`config.mk`:
```
export PLATFORM = sky130hd
export DESIGN_NAME = stepper_homing_sequencer_top_flat
export DESIGN_NICKNAME = d
export VERILOG_FILES = /design/src/hw/rtl/shs_pkg.sv /design/src/hw/rtl/shs_ifs.sv /design/src/hw/rtl/shs_front.sv /design/src/hw/rtl/shs_queue.sv /design/src/hw/rtl/shs_back.sv /design/src/hw/rtl/stepper_homing_sequencer_top.sv /design/src/flat_wrapper.sv
export SDC_FILE = /design/constraint.sdc
export NUM_CORES = 1
export LEC_CHECK = 0
export ABC_AREA = 1
export ABC_CLOCK_PERIOD_IN_PS = 6250
export BUFFER_PORTS_ARGS = -buffer_cell sky130_fd_sc_hd__buf_2
export CELL_PAD_IN_SITES_DETAIL_PLACEMENT = 0
export CELL_PAD_IN_SITES_GLOBAL_PLACEMENT = 1
export CORE_MARGIN = 10
export CORE_UTILIZATION = 45
export DETAILED_ROUTE_END_ITERATION = 7
export GPL_TIMING_DRIVEN = 1
export PLACE_DENSITY_LB_ADDON = 0.1
export RECOVER_POWER = 100
export SYNTH_ARGS = -nofsm -noshare
export SYNTH_HDL_FRONTEND = slang
export SYNTH_SLANG_ARGS = --single-unit
```
`constraint.sdc`:
```
create_clock -name clk -period 6.25 [get_ports clk]
set_clock_uncertainty 0.15 [all_clocks]
set_input_delay 0.625 -clock clk [delete_from_list [all_inputs] [get_ports clk]]
set_output_delay 0.625 -clock clk [all_outputs]
set_load 0.05 [all_outputs]
```
`src/hw/rtl/shs_pkg.sv`:
```
package shs_pkg;

	localparam int SPEED_DIVISOR_DEF = 5;

	localparam int CFG_IDX_W = 3;
	localparam int CFG_DATA_W = 25;

	// register indexes
	localparam logic [CFG_IDX_W-1:0] REG_MAX_HOMING_STEPS = 3'd0;
	localparam logic [CFG_IDX_W-1:0] REG_HOMING_SPEED = 3'd1;
	localparam logic [CFG_IDX_W-1:0] REG_FORWARD_DIR = 3'd2;
	localparam logic [CFG_IDX_W-1:0] REG_SENSOR_ACTIVE_LEVEL = 3'd3;
	localparam logic [CFG_IDX_W-1:0] REG_SENSOR_PRESENT = 3'd4;
	localparam logic [CFG_IDX_W-1:0] REG_CHUNK_LIMIT = 3'd5;
	localparam logic [CFG_IDX_W-1:0] REG_FWD_TRAVEL_LIMIT = 3'd6;
	localparam logic [CFG_IDX_W-1:0] REG_REV_TRAVEL_LIMIT = 3'd7;

	localparam logic [15:0] HOMING_SPEED_RST = 16'd1000;
	localparam logic [7:0] CHUNK_LIMIT_RST = 8'd255;

	// opcodes
	localparam logic [1:0] OP_START = 2'd0;
	localparam logic [1:0] OP_MOVE_DONE = 2'd1;
	localparam logic [1:0] OP_TICK = 2'd2;
	localparam logic [1:0] OP_NONE = 2'd3;

	// result codes
	localparam logic [2:0] RC_OK = 3'd0;
	localparam logic [2:0] RC_ABOVE_LIMIT = 3'd1;
	localparam logic [2:0] RC_BELOW_LIMIT = 3'd2;
	localparam logic [2:0] RC_ZERO_TIMEOUT = 3'd3;
	localparam logic [2:0] RC_STEP_LIMIT = 3'd4;
	localparam logic [2:0] RC_TIMEOUT = 3'd5;
	localparam logic [2:0] RC_BAD_STATE = 3'd6;
	localparam logic [2:0] RC_BUSY = 3'd7;

	typedef struct packed {
		logic [23:0] max_homing_steps;
		logic [15:0] homing_speed;
		logic forward_dir;
		logic sensor_active_level;
		logic sensor_present;
		logic [7:0] chunk_limit;
		logic [23:0] forward_travel_limit;
		logic signed [24:0] reverse_travel_limit;
	} cfg_t;

	// request after classification by the front end
	typedef struct packed {
		logic [1:0] opcode;
		logic sensor_active;
		logic above_limit;
		logic below_limit;
		logic zero_timeout;
		logic signed [24:0] correction_offset;
		logic [23:0] timeout_ms;
	} cls_item_t;

endpackage

```
`src/hw/rtl/shs_ifs.sv`:
```
interface shs_cmd_if;
	logic valid;
	logic ready;
	logic [1:0] opcode;
	logic signed [24:0] correction_offset;
	logic [23:0] timeout_ms;
	logic sensor_level;

	modport source(output valid, opcode, correction_offset, timeout_ms, sensor_level,
		input ready);
	modport sink(input valid, opcode, correction_offset, timeout_ms, sensor_level,
		output ready);
endinterface

interface shs_res_if;
	logic valid;
	logic ready;
	logic move_valid;
	logic move_dir;
	logic [15:0] move_speed;
	logic [7:0] move_pulses;
	logic busy_res;
	logic finished;
	logic [2:0] result_code;
	logic signed [24:0] position;

	modport source(output valid, move_valid, move_dir, move_speed, move_pulses, busy_res,
		finished, result_code, position, input ready);
	modport sink(input valid, move_valid, move_dir, move_speed, move_pulses, busy_res,
		finished, result_code, position, output ready);
endinterface

interface shs_cfg_if;
	logic valid;
	logic ready;
	logic [2:0] index;
	logic [24:0] data;

	modport source(output valid, index, data, input ready);
	modport sink(input valid, index, data, output ready);
endinterface

```
`src/hw/rtl/shs_front.sv`:
```
module shs_front import shs_pkg::*; (
	input logic clk,
	input logic arst_n,
	shs_cmd_if.sink cmd,
	input cfg_t cfg,
	output logic push_valid,
	output cls_item_t push_item,
	input logic push_ready
);

	logic valid_s1;
	cls_item_t item_s1;
	cls_item_t cls;

	always_comb begin
		cls.opcode = cmd.opcode;
		cls.sensor_active = (cmd.sensor_level == cfg.sensor_active_level);
		cls.above_limit = (cfg.forward_travel_limit != 24'd0) &&
			(cmd.correction_offset > $signed({1'b0, cfg.forward_travel_limit}));
		cls.below_limit = (cfg.reverse_travel_limit != 25'sd0) &&
			(cmd.correction_offset < cfg.reverse_travel_limit);
		cls.zero_timeout = (cmd.timeout_ms == 24'd0);
		cls.correction_offset = cmd.correction_offset;
		cls.timeout_ms = cmd.timeout_ms;
	end

	assign cmd.ready = !valid_s1 || push_ready;

	always_ff @(posedge clk or negedge arst_n) begin
		if (!arst_n) begin
			valid_s1 <= 1'b0;
		end else if (cmd.valid && cmd.ready) begin
			valid_s1 <= 1'b1;
		end else if (push_ready) begin
			valid_s1 <= 1'b0;
		end
	end

	always_ff @(posedge clk) begin
		if (cmd.valid && cmd.ready) begin
			item_s1 <= cls;
		end
	end

	assign push_valid = valid_s1;
	assign push_item = item_s1;

endmodule

```
`src/hw/rtl/shs_queue.sv`:
```
module shs_queue import shs_pkg::*; (
	input logic clk,
	input logic arst_n,
	input logic push_valid,
	input cls_item_t push_item,
	output logic push_ready,
	output logic pop_valid,
	output cls_item_t pop_item,
	input logic pop_ready
);

	cls_item_t entry_q [2];
	logic wr_ptr_q;
	logic rd_ptr_q;
	logic [1:0] count_q;
	logic do_push;
	logic do_pop;

	assign push_ready = (count_q != 2'd2);
	assign pop_valid = (count_q != 2'd0);
	assign pop_item = entry_q[rd_ptr_q];
	assign do_push = push_valid && push_ready;
	assign do_pop = pop_valid && pop_ready;

	always_ff @(posedge clk or negedge arst_n) begin
		if (!arst_n) begin
			wr_ptr_q <= 1'b0;
			rd_ptr_q <= 1'b0;
			count_q <= 2'd0;
		end else begin
			if (do_push) begin
				wr_ptr_q <= !wr_ptr_q;
			end
			if (do_pop) begin
				rd_ptr_q <= !rd_ptr_q;
			end
			if (do_push && !do_pop) begin
				count_q <= count_q + 2'd1;
			end else if (do_pop && !do_push) begin
				count_q <= count_q - 2'd1;
			end
		end
	end

	always_ff @(posedge clk) begin
		if (do_push) begin
			entry_q[wr_ptr_q] <= push_item;
		end
	end

endmodule

```
`src/hw/rtl/shs_back.sv`:
```
module shs_back import shs_pkg::*; (
	input logic clk,
	input logic arst_n,
	input logic pop_valid,
	input cls_item_t pop_item,
	output logic pop_ready,
	input cfg_t cfg,
	input logic [15:0] slow_speed,
	shs_res_if.source res
);

	localparam logic [2:0] PH_IDLE = 3'd0;
	localparam logic [2:0] PH_SEEK1 = 3'd1;
	localparam logic [2:0] PH_LEAVE = 3'd2;
	localparam logic [2:0] PH_SEEK2 = 3'd3;
	localparam logic [2:0] PH_CORR = 3'd4;

	localparam logic [24:0] CNT_MAX = '1;
	localparam logic [23:0] ELAPSED_MAX = '1;

	logic [2:0] phase_q, phase_d;
	logic dir_q, dir_d;
	logic [24:0] count_q, count_d;
	logic [24:0] remain_q, remain_d;
	logic [23:0] elapsed_q, elapsed_d;
	logic [23:0] tlimit_q, tlimit_d;
	logic signed [24:0] target_q, target_d;
	logic signed [24:0] axis_q, axis_d;

	logic out_valid_q;
	logic mv_valid_q, mv_dir_q, busy_q, fin_q;
	logic [15:0] mv_speed_q;
	logic [7:0] mv_pulses_q;
	logic [2:0] code_q;
	logic signed [24:0] pos_q;

	logic mv_valid, mv_dir, busy, fin;
	logic [15:0] mv_speed;
	logic [7:0] mv_pulses;
	logic [2:0] code;
	logic [2:0] tick_code;

	logic fire;
	logic [24:0] cnt_inc;
	logic [23:0] el_inc;
	logic over_limit;
	logic signed [24:0] ah_target;
	logic [24:0] ah_abs;
	logic ah_go;
	logic [7:0] lim;
	logic [24:0] chunk_src;
	logic chunk_big;
	logic [7:0] chunk_n;
	logic [24:0] chunk_rest;
	cls_item_t h;

	assign h = pop_item;
	assign fire = pop_valid && (!out_valid_q || res.ready);
	assign pop_ready = !out_valid_q || res.ready;

	assign cnt_inc = (count_q == CNT_MAX) ? count_q : count_q + 25'd1;
	assign el_inc = (elapsed_q == ELAPSED_MAX) ? elapsed_q : elapsed_q + 24'd1;
	assign over_limit = (cfg.max_homing_steps != 24'd0) &&
		(count_q > {1'b0, cfg.max_homing_steps});

	// target used when homing completes: new offset on start, stored one otherwise
	assign ah_target = (phase_q == PH_IDLE) ? h.correction_offset : target_q;
	assign ah_abs = ah_target[24] ? 25'(-ah_target) : 25'(ah_target);

	// one chunk unit, shared by the correction entry and the correction phase
	assign lim = (cfg.chunk_limit == 8'd0) ? 8'd1 : cfg.chunk_limit;
	assign chunk_src = (phase_q == PH_CORR) ? remain_q : ah_abs;
	assign chunk_big = chunk_src > {17'd0, lim};
	assign chunk_n = chunk_big ? lim : chunk_src[7:0];
	assign chunk_rest = chunk_big ? chunk_src - {17'd0, lim} : 25'd0;

	always_comb begin
		phase_d = phase_q;
		dir_d = dir_q;
		count_d = count_q;
		remain_d = remain_q;
		elapsed_d = elapsed_q;
		tlimit_d = tlimit_q;
		target_d = target_q;
		axis_d = axis_q;
		mv_valid = 1'b0;
		mv_dir = 1'b0;
		mv_speed = 16'd0;
		mv_pulses = 8'd0;
		busy = 1'b0;
		fin = 1'b0;
		code = RC_OK;
		tick_code = RC_OK;
		ah_go = 1'b0;

		unique case (h.opcode)
			OP_START: begin
				if (phase_q != PH_IDLE) begin
					busy = 1'b1;
					code = RC_BUSY;
				end else if (h.above_limit) begin
					fin = 1'b1;
					code = RC_ABOVE_LIMIT;
				end else if (h.below_limit) begin
					fin = 1'b1;
					code = RC_BELOW_LIMIT;
				end else if (h.zero_timeout) begin
					fin = 1'b1;
					code = RC_ZERO_TIMEOUT;
				end else begin
					target_d = h.correction_offset;
					tlimit_d = h.timeout_ms;
					elapsed_d = 24'd0;
					count_d = 25'd0;
					remain_d = 25'd0;
					if (!cfg.sensor_present) begin
						ah_go = 1'b1;
					end else if (h.sensor_active) begin
						phase_d = PH_LEAVE;
						dir_d = cfg.forward_dir;
						count_d = 25'd1;
						mv_valid = 1'b1;
						mv_dir = cfg.forward_dir;
						mv_speed = slow_speed;
						mv_pulses = 8'd1;
						busy = 1'b1;
					end else begin
						phase_d = PH_SEEK1;
						dir_d = !cfg.forward_dir;
						count_d = 25'd1;
						mv_valid = 1'b1;
						mv_dir = !cfg.forward_dir;
						mv_speed = cfg.homing_speed;
						mv_pulses = 8'd1;
						busy = 1'b1;
					end
				end
			end
			OP_MOVE_DONE: begin
				unique case (phase_q)
					PH_IDLE: begin
					end
					PH_SEEK1, PH_LEAVE, PH_SEEK2: begin
						if (over_limit) begin
							phase_d = PH_IDLE;
							fin = 1'b1;
							code = RC_STEP_LIMIT;
						end else if (phase_q == PH_SEEK2 && h.sensor_active) begin
							ah_go = 1'b1;
						end else begin
							// one search pulse, possibly after a direction change
							if (phase_q == PH_SEEK1 && h.sensor_active) begin
								phase_d = PH_LEAVE;
								dir_d = cfg.forward_dir;
							end else if (phase_q == PH_LEAVE && !h.sensor_active) begin
								phase_d = PH_SEEK2;
								dir_d = !cfg.forward_dir;
							end
							count_d = cnt_inc;
							mv_valid = 1'b1;
							mv_dir = dir_d;
							mv_speed = (phase_q == PH_SEEK1 && !h.sensor_active) ?
								cfg.homing_speed : slow_speed;
							mv_pulses = 8'd1;
							busy = 1'b1;
						end
					end
					PH_CORR: begin
						if (remain_q == 25'd0) begin
							phase_d = PH_IDLE;
							axis_d = target_q;
							fin = 1'b1;
							code = RC_OK;
						end else begin
							remain_d = chunk_rest;
							mv_valid = 1'b1;
							mv_dir = dir_q;
							mv_speed = cfg.homing_speed;
							mv_pulses = chunk_n;
							busy = 1'b1;
						end
					end
					default: begin
						phase_d = PH_IDLE;
						fin = 1'b1;
						code = RC_BAD_STATE;
					end
				endcase
			end
			OP_TICK: begin
				if (phase_q == PH_IDLE) begin
				end else if (phase_q > PH_CORR) begin
					phase_d = PH_IDLE;
					fin = 1'b1;
					code = RC_BAD_STATE;
				end else begin
					elapsed_d = el_inc;
					if (el_inc > tlimit_q) begin
						tick_code = RC_TIMEOUT;
					end
					// step limit wins over timeout
					if (phase_q != PH_CORR && over_limit) begin
						tick_code = RC_STEP_LIMIT;
					end
					if (tick_code != RC_OK) begin
						phase_d = PH_IDLE;
						fin = 1'b1;
						code = tick_code;
					end else begin
						busy = 1'b1;
					end
				end
			end
			OP_NONE: begin
				busy = (phase_q != PH_IDLE);
			end
			default: begin
			end
		endcase

		// homing done: end at once for zero offset, else open the correction
		if (ah_go) begin
			if (ah_target == 25'sd0) begin
				phase_d = PH_IDLE;
				axis_d = ah_target;
				fin = 1'b1;
				code = RC_OK;
			end else begin
				phase_d = PH_CORR;
				dir_d = ah_target[24] ? !cfg.forward_dir : cfg.forward_dir;
				remain_d = chunk_rest;
				mv_valid = 1'b1;
				mv_dir = dir_d;
				mv_speed = cfg.homing_speed;
				mv_pulses = chunk_n;
				busy = 1'b1;
			end
		end
	end

	always_ff @(posedge clk or negedge arst_n) begin
		if (!arst_n) begin
			phase_q <= PH_IDLE;
			dir_q <= 1'b0;
			count_q <= 25'd0;
			remain_q <= 25'd0;
			elapsed_q <= 24'd0;
			tlimit_q <= 24'd0;
			target_q <= 25'sd0;
			axis_q <= 25'sd0;
			out_valid_q <= 1'b0;
		end else begin
			if (fire) begin
				phase_q <= phase_d;
				dir_q <= dir_d;
				count_q <= count_d;
				remain_q <= remain_d;
				elapsed_q <= elapsed_d;
				tlimit_q <= tlimit_d;
				target_q <= target_d;
				axis_q <= axis_d;
				out_valid_q <= 1'b1;
			end else if (res.ready) begin
				out_valid_q <= 1'b0;
			end
		end
	end

	always_ff @(posedge clk) begin
		if (fire) begin
			mv_valid_q <= mv_valid;
			mv_dir_q <= mv_dir;
			mv_speed_q <= mv_speed;
			mv_pulses_q <= mv_pulses;
			busy_q <= busy;
			fin_q <= fin;
			code_q <= code;
			pos_q <= axis_d;
		end
	end

	assign res.valid = out_valid_q;
	assign res.move_valid = mv_valid_q;
	assign res.move_dir = mv_dir_q;
	assign res.move_speed = mv_speed_q;
	assign res.move_pulses = mv_pulses_q;
	assign res.busy_res = busy_q;
	assign res.finished = fin_q;
	assign res.result_code = code_q;
	assign res.position = pos_q;

endmodule

```
`src/hw/rtl/stepper_homing_sequencer_top.sv`:
```
// a request passes the front-end register and the two-entry queue before its result is registered
// throughput: one request per cycle while the result side does not stall, set by the sequencing unit
// a two-entry queue between classifier and sequencer absorbs output stalls
// reset: asynchronous, active low; phase idle, counters and position cleared,
// registers at their power-up values
module stepper_homing_sequencer_top import shs_pkg::*; #(
	parameter int SPEED_DIVISOR = SPEED_DIVISOR_DEF
) (
	input logic clk,
	input logic arst_n,
	shs_cmd_if.sink cmd,
	shs_res_if.source res,
	shs_cfg_if.sink cfg
);

	// reciprocal of the divisor, exact for 16-bit speeds
	localparam logic [32:0] RECIP =
		33'(((64'd1 << 32) + 64'(SPEED_DIVISOR) - 64'd1) / 64'(SPEED_DIVISOR));
	localparam logic [15:0] SLOW_RST = 16'(HOMING_SPEED_RST / SPEED_DIVISOR);

	cfg_t cfg_q;
	logic [15:0] slow_q;
	logic [48:0] slow_prod;

	logic push_valid, push_ready, pop_valid, pop_ready;
	cls_item_t push_item, pop_item;

	assign cfg.ready = 1'b1;

	always_ff @(posedge clk or negedge arst_n) begin
		if (!arst_n) begin
			cfg_q.max_homing_steps <= 24'd0;
			cfg_q.homing_speed <= HOMING_SPEED_RST;
			cfg_q.forward_dir <= 1'b0;
			cfg_q.sensor_active_level <= 1'b1;
			cfg_q.sensor_present <= 1'b1;
			cfg_q.chunk_limit <= CHUNK_LIMIT_RST;
			cfg_q.forward_travel_limit <= 24'd0;
			cfg_q.reverse_travel_limit <= 25'sd0;
		end else if (cfg.valid && cfg.ready) begin
			unique case (cfg.index)
				REG_MAX_HOMING_STEPS: cfg_q.max_homing_steps <= cfg.data[23:0];
				REG_HOMING_SPEED: cfg_q.homing_speed <= cfg.data[15:0];
				REG_FORWARD_DIR: cfg_q.forward_dir <= cfg.data[0];
				REG_SENSOR_ACTIVE_LEVEL: cfg_q.sensor_active_level <= cfg.data[0];
				REG_SENSOR_PRESENT: cfg_q.sensor_present <= cfg.data[0];
				REG_CHUNK_LIMIT: cfg_q.chunk_limit <= cfg.data[7:0];
				REG_FWD_TRAVEL_LIMIT: cfg_q.forward_travel_limit <= cfg.data[23:0];
				REG_REV_TRAVEL_LIMIT: cfg_q.reverse_travel_limit <= $signed(cfg.data);
				default: begin
				end
			endcase
		end
	end

	assign slow_prod = 49'(cfg_q.homing_speed) * 49'(RECIP);

	always_ff @(posedge clk or negedge arst_n) begin
		if (!arst_n) begin
			slow_q <= SLOW_RST;
		end else begin
			slow_q <= slow_prod[47:32];
		end
	end

	shs_front u_front (
		.clk(clk),
		.arst_n(arst_n),
		.cmd(cmd),
		.cfg(cfg_q),
		.push_valid(push_valid),
		.push_item(push_item),
		.push_ready(push_ready)
	);

	shs_queue u_queue (
		.clk(clk),
		.arst_n(arst_n),
		.push_valid(push_valid),
		.push_item(push_item),
		.push_ready(push_ready),
		.pop_valid(pop_valid),
		.pop_item(pop_item),
		.pop_ready(pop_ready)
	);

	shs_back u_back (
		.clk(clk),
		.arst_n(arst_n),
		.pop_valid(pop_valid),
		.pop_item(pop_item),
		.pop_ready(pop_ready),
		.cfg(cfg_q),
		.slow_speed(slow_q),
		.res(res)
	);

endmodule

```
`src/flat_wrapper.sv`:
```
// flat-port wrapper written by rule: the top's interface ports become plain ports
module stepper_homing_sequencer_top_flat import shs_pkg::*;
#(
	parameter int SPEED_DIVISOR = SPEED_DIVISOR_DEF
)
  (clk, arst_n, cmd_valid, cmd_opcode, cmd_correction_offset, cmd_timeout_ms, cmd_sensor_level, cmd_ready, res_valid, res_move_valid, res_move_dir, res_move_speed, res_move_pulses, res_busy_res, res_finished, res_result_code, res_position, res_ready, cfg_valid, cfg_index, cfg_data, cfg_ready);
  shs_cmd_if cmd_i ();
  shs_res_if res_i ();
  shs_cfg_if cfg_i ();
  input logic clk;
  input logic arst_n;
  input wire logic [$bits(cmd_i.valid)-1:0] cmd_valid;
  input wire logic [$bits(cmd_i.opcode)-1:0] cmd_opcode;
  input wire logic [$bits(cmd_i.correction_offset)-1:0] cmd_correction_offset;
  input wire logic [$bits(cmd_i.timeout_ms)-1:0] cmd_timeout_ms;
  input wire logic [$bits(cmd_i.sensor_level)-1:0] cmd_sensor_level;
  output wire logic [$bits(cmd_i.ready)-1:0] cmd_ready;
  output wire logic [$bits(res_i.valid)-1:0] res_valid;
  output wire logic [$bits(res_i.move_valid)-1:0] res_move_valid;
  output wire logic [$bits(res_i.move_dir)-1:0] res_move_dir;
  output wire logic [$bits(res_i.move_speed)-1:0] res_move_speed;
  output wire logic [$bits(res_i.move_pulses)-1:0] res_move_pulses;
  output wire logic [$bits(res_i.busy_res)-1:0] res_busy_res;
  output wire logic [$bits(res_i.finished)-1:0] res_finished;
  output wire logic [$bits(res_i.result_code)-1:0] res_result_code;
  output wire logic [$bits(res_i.position)-1:0] res_position;
  input wire logic [$bits(res_i.ready)-1:0] res_ready;
  input wire logic [$bits(cfg_i.valid)-1:0] cfg_valid;
  input wire logic [$bits(cfg_i.index)-1:0] cfg_index;
  input wire logic [$bits(cfg_i.data)-1:0] cfg_data;
  output wire logic [$bits(cfg_i.ready)-1:0] cfg_ready;
  assign cmd_i.valid = cmd_valid;
  assign cmd_i.opcode = cmd_opcode;
  assign cmd_i.correction_offset = cmd_correction_offset;
  assign cmd_i.timeout_ms = cmd_timeout_ms;
  assign cmd_i.sensor_level = cmd_sensor_level;
  assign cmd_ready = cmd_i.ready;
  assign res_valid = res_i.valid;
  assign res_move_valid = res_i.move_valid;
  assign res_move_dir = res_i.move_dir;
  assign res_move_speed = res_i.move_speed;
  assign res_move_pulses = res_i.move_pulses;
  assign res_busy_res = res_i.busy_res;
  assign res_finished = res_i.finished;
  assign res_result_code = res_i.result_code;
  assign res_position = res_i.position;
  assign res_i.ready = res_ready;
  assign cfg_i.valid = cfg_valid;
  assign cfg_i.index = cfg_index;
  assign cfg_i.data = cfg_data;
  assign cfg_ready = cfg_i.ready;
  stepper_homing_sequencer_top #(.SPEED_DIVISOR(SPEED_DIVISOR)) u_core (.clk(clk), .arst_n(arst_n), .cmd(cmd_i), .res(res_i), .cfg(cfg_i));
endmodule
```
After elaboration in Yosys (flattened, before gate mapping). Memory sizes are Yosys's and may differ from the RTL's. Cells that the tools add are included.

Bits of input ports: 85. Word-level logic and storage cells: 326. Bits in writable memories: 110. Memories kept: 1. Output and inout bits: 59. Register bits after elaboration: 383.

Order comparisons: 6. $add $sub $neg: 6. Equal/unequal tests: 40. Reduce and logical (&&, ||, !) cells: 56. $mul: 1. Bitwise gates (word level): 4. Mux-type cells: 175.

Memories: u_core.u_queue.entry_q (words 2, width 55, read ports 1, clocked after Yosys merged registers in 0, wr ports 1, line shs_queue.sv:12) `cls_item_t entry_q [2];`.

Operators by type and width (count): 25-bit two-way mux (25); 16-bit two-way mux (12); 24-bit two-way mux (7); 25-bit one-hot mux with 2 select lines (2); 3-bit two-way mux (27); 1-bit two-way mux (73); 16-bit one-hot mux with 2 select lines (2); 25-bit logical NOT (2); 24-bit one-hot mux with 2 select lines (1); 24-bit nonzero test (2); 16-bit by 28-bit multiplier with 44-bit output, second input constant (1); 8-bit two-way mux (5); 8-bit one-hot mux with 2 select lines (2); 3-bit one-hot mux with 3 select lines (3); 25-bit by 1-bit adder with 25-bit output, second input constant (1); 25-bit equality test, second input constant (1); 25-bit by 24-bit > comparator with 1-bit output (1); 25-bit > comparator (1); 25-bit by 8-bit > comparator with 1-bit output (1); 25-bit < comparator (1); 25-bit negation (1); 25-bit nonzero test (1); 25-bit by 8-bit subtractor with 25-bit output (1); 24-bit by 1-bit adder with 24-bit output, second input constant (1); 41 further kinds (114).

Depth between registers and ports, before layout.
Depth in word-level cells: 15. Depth in mapped cells: 34. Mapped depth without buffers: 34.

Modules after synthesis. Synthesis repeated with hierarchy kept, for this count alone.

Cells, all modules: 3827. Area, all modules: 32024.5 um^2.

By module, submodules not included: shs_back (times used 1, area an instance 14813.0 um^2, cells each 2036, seq. area each 5510.3 um^2); stepper_homing_sequencer_top (times used 1, area an instance 9728.1 um^2, cells each 1161, seq. area each 2876.5 um^2); shs_queue (times used 1, area an instance 4255.3 um^2, cells each 316, seq. area each 3403.3 um^2); shs_front (times used 1, area an instance 3228.1 um^2, cells each 314, seq. area each 1676.6 um^2).

Least setup slack after synthesis. OpenSTA, ideal clock, no wires.

Kind: reg2reg. Start: register u_core.cfg_q[65] (netlist bit). End: register u_core.slow_q[10]. Setup time: 129 ps. Arrival: 5399 ps. Buffers on the path: 0. Setup slack: 572 ps. Clock period less this slack: 5678 ps. Data required time: 5971 ps. Stages on the path, launching flop included: 26. Cell sequence: dfstp_2 -> inv_1 -> ha_1 -> fa_1 -> inv_1 -> fa_1 -> inv_1 -> fa_1 -> inv_1 -> fa_1 -> fa_1 -> ha_1 -> nand2_1 -> inv_1 -> nand3_1 -> nor3_1 -> nand2_1 -> o2111ai_1 -> a21oi_1 -> o21ai_0 -> nand4_1 -> nand2_1 -> nand3_1 -> nand2_1 -> a31oi_1 -> xor2_1.

Word-level cells in the longest chain between the ends: 1.

RTL lines: from (decl) (line stepper_homing_sequencer_top.sv:21) `cfg_t cfg_q;`; 16-bit by 28-bit multiplier with 44-bit output (line stepper_homing_sequencer_top.sv:56) `assign slow_prod = 49'(cfg_q.homing_speed) * 49'(RECIP);`; named net u_core.slow_prod[42] (line stepper_homing_sequencer_top.sv:23) `logic [48:0] slow_prod;`; to (signal assigned) (line stepper_homing_sequencer_top.sv:62) `slow_q <= slow_prod[47:32];`; to (decl) (line stepper_homing_sequencer_top.sv:22) `logic [15:0] slow_q;`.

The timed path passes the listed nets, and every way through them passes these cells. A chain may end at the register's enable or synchronous reset.

Final worst setup path. Same ends and word-level chain as after synthesis.

==> results.toml <==
[route]
drt-initial-drc-count = 1634
dr.pass1.iters = 5
ant_nets = 0
vias = 23500
route.detailed.drc = 0
vias_per_cell = 5.27
wire_per_inst_um = 19.5
finalWirelength_um = 86800

[layout]
final_cell_area_um2 = 33700
area_delta_synth_final_pct = 11.3
fin_nets = 3938
final_cells = 4448
drive_above_1_share_pct = 7.53

[die]
core_area_um2 = 66900
num_rows = 95
die_y_um = 279
die_area_um2 = 78000
start_util_pct = 45.2
ioPinCount = 144
die_w_um = 279

[yosys]
syn_nets = 3799
ys_top_cells_by_count = "711 x nand2_1, 557 x inv_1, 289 x o21ai_0, 253 x dfrtp_1, 244 x ha_1"
netlist_top_cells_area = "edfxtp_1 22%, dfrtp_1 21%, ha_1 10%, nand2_1 8.8%, inv_1 6.9%"
syn_inst = 3387
synth_most_common_cell = "nand2_1"
yosys.area.top_type_share_pct = 21.9
ys_ff_latch = 493
syn-cell-area_um2 = 30300
yosysSeqAreaShare_pct = 44.5
postSynthAreaPerCell_um2 = 8.93
synthArstFlopShare_pct = 55.2
ys_types = 64
yosys_warnings = 0
synth_edf_count = 221
synth_top_area_cell = "edfxtp_1"
synth_top_flop_cell = "dfrtp_1"

[timing]
max_freq_mhz = 168
slew_headroom_pct = -175
slew_violations = 676
worst_pin_slew_ns = 4.13
holdWs_ns = 0.0422
hold_viol = 0
min_period_ns = 5.94
post-route-period-util_pct = 95.1
setup_viol = 0
finalSetupTns_ns = 0

[placed_design]
dp_cells = 4338
hpwl_um = 66600
io_buffers = 142
place_area_um2 = 31900
gp_congestion = 0.878

[run]
drv_cap = 12

[global_routing]
grt_util_all_layers_pct = 22.3
grt_pass1_vias = 23600
grt_pass1_wl_um = 137000
grt-ovfl-total = 0
grt_max_degree = 147
antenna_found_initial = 7

[clocking]
cts_max_level = 2
numCtsBuffers = 56
clock_path_buffers = 3
cts_root_buffer = "clkbuf_16"
clkTransAtPathRegs_ns = 0.06
clock-sinks = 493
insertion_delay_ns = 0.63
cts_tree = "done"

[outcome]
outcome = "finished, violations left"
violations = "capacitance limit, slew limit"

[setup_path]
end_kind = "register"
required_ns = 6.63
crit_type = "reg2reg"
path_max_fanout = 5
worstPathArrival_ns = 6.32
r2r_slack_ns = 0.31
critPathLaunchType = "register"

[worst_hold_path]
hold_class = "in2reg"
kinds of logic after synthesis:
kind of cell             synth area share (%)
AO/OA/AOI/OAI                            11.5
flip-flops                               44.5
adder cells (fa/ha/maj)                  15.6
AND/OR/NAND/NOR                          16.6
buffers and inverters                    8.55
multiplexers                             1.34
XOR/XNOR                                 1.94
other                                  0.0124
cell usage in the layout (no fill, tap or decap), drive strengths merged, types with 6 or more instances in the layout:
| cell type | count |
|---|---|
| a31oi | 34 |
| nand2 | 735 |
| o21bai | 8 |
| nand3 | 99 |
| bufinv | 6 |
| nor2 | 228 |
| nor3 | 47 |
| o211ai | 8 |
| o21ai | 304 |
| xor2 | 54 |
| buf | 55 |
| a211oi | 37 |
| inv | 564 |
| clkbuf | 189 |
| xnor2 | 13 |
| nand4 | 37 |
| dfrtp | 253 |
| edfxtp | 221 |
| or2 | 11 |
| ha | 244 |
| mux2i | 26 |
| fa | 83 |
| o22ai | 23 |
| dfstp | 19 |
| clkinv | 26 |
| mux2 | 13 |
| a21oi | 142 |
| o221ai | 19 |
| nor4 | 29 |
layout make-up:
| type | instances | area, um2 |
|---|---|---|
| clock buffer | 69 | 1510 |
| tap | 873 | 1090 |
| inverter | 564 | 2120 |
| antenna | 1 | 2.50 |
| sequential | 493 | 13500 |
| fill | 6405 | 33200 |
| multi-input combinational | 2234 | 14300 |
| clock inverter | 37 | 425 |
| timing repair buffer | 177 | 805 |
routing by layer:
| metal | global-route usage, % | part of all wire, % | routed length (um) |
|---|---|---|---|
| met5 | 0 | 0.031 | 27 |
| met4 | 6.09 | 2.5 | 2210 |
| met3 | 3.00 | 4.9 | 4240 |
| met2 | 36.5 | 46 | 40100 |
| met1 | 30.8 | 46 | 40300 |
worst max-delay path, stage by stage, from the launching register on:
cell and delay (ns):
dfstp_2 0.57, inv_1 0.07, ha_1 0.31, fa_1 0.55, inv_1 0.10, fa_1 0.55, inv_1 0.06, fa_1 0.48
inv_1 0.06, fa_1 0.56, fa_1 0.43, ha_1 0.30, nand2_1 0.11, inv_1 0.07, nand3_1 0.10, inv_1 0.05
nand2_1 0.08, o2111ai_2 0.15, a21oi_2 0.22, o21ai_1 0.10, buf_4 0.14, nand4_1 0.06, nand2_1 0.08, nand3_1 0.10
nand2_2 0.09, a31oi_2 0.16, xor2_1 0.16
sequential cells by signal, indices dropped and copies added, names as in the netlist, 2 cells and up:
name                           cells
u_core.u_back.axis_q              25
u_core.u_front.push_item          55
u_core.cfg_q                     100
u_core.u_back.res.position        25
u_core.u_back.res.result_code      3
u_core.u_back.tlimit_q            24
u_core.slow_q                     14
u_core.u_back.count_q             25
u_core.u_back.res.move_speed      16
u_core.u_queue.entry_q           110
u_core.u_back.elapsed_q           24
u_core.u_back.res.move_pulses      8
u_core.u_back.target_q            25
u_core.u_queue.count_q             2
u_core.u_back.phase_q              3
u_core.u_back.remain_q            25
path summary, 6_finish.rpt:
path	from	to	cells past startpoint
min	cmd_timeout_ms[9]	u_core.u_front.push_item[9]$_DFFE_PP_	1
max reg2reg	u_core.cfg_q[65]$_DFFE_PN1P_	u_core.slow_q[10]$_DFF_PN0_	26
min in group asynchronous	arst_n	u_core.u_back.elapsed_q[4]$_DFFE_PN0P_	2
max in group asynchronous	arst_n	u_core.cfg_q[2]$_DFFE_PN0P_	3
min reg2reg	u_core.u_front.push_item[24]$_DFFE_PP_	u_core.u_queue.entry_q[1][24]$_DFFE_PP_	0
max	u_core.cfg_q[65]$_DFFE_PN1P_	u_core.slow_q[10]$_DFF_PN0_	26
metrics by stage:
stage                     setup WS, ns  utilization (%)
after floorplan                  0.572                -
after global placement           0.105             47.7
after detailed placement        0.0953             47.7
after CTS                       0.0551             50.6
after global routing           -0.0210             50.3
final                            0.308             50.3
timing repair:
item                                    CTS  global route
hold buffers                              2             0
buffers inserted                          0             1
endpoints found under the setup margin    0             6
hold endpoints to repair                 71             0
gates resized for setup                   0            10
Power is left out: the tool's default activity adds up to more than one toggle a clock period on the data nets, which glitch-free logic cannot reach.
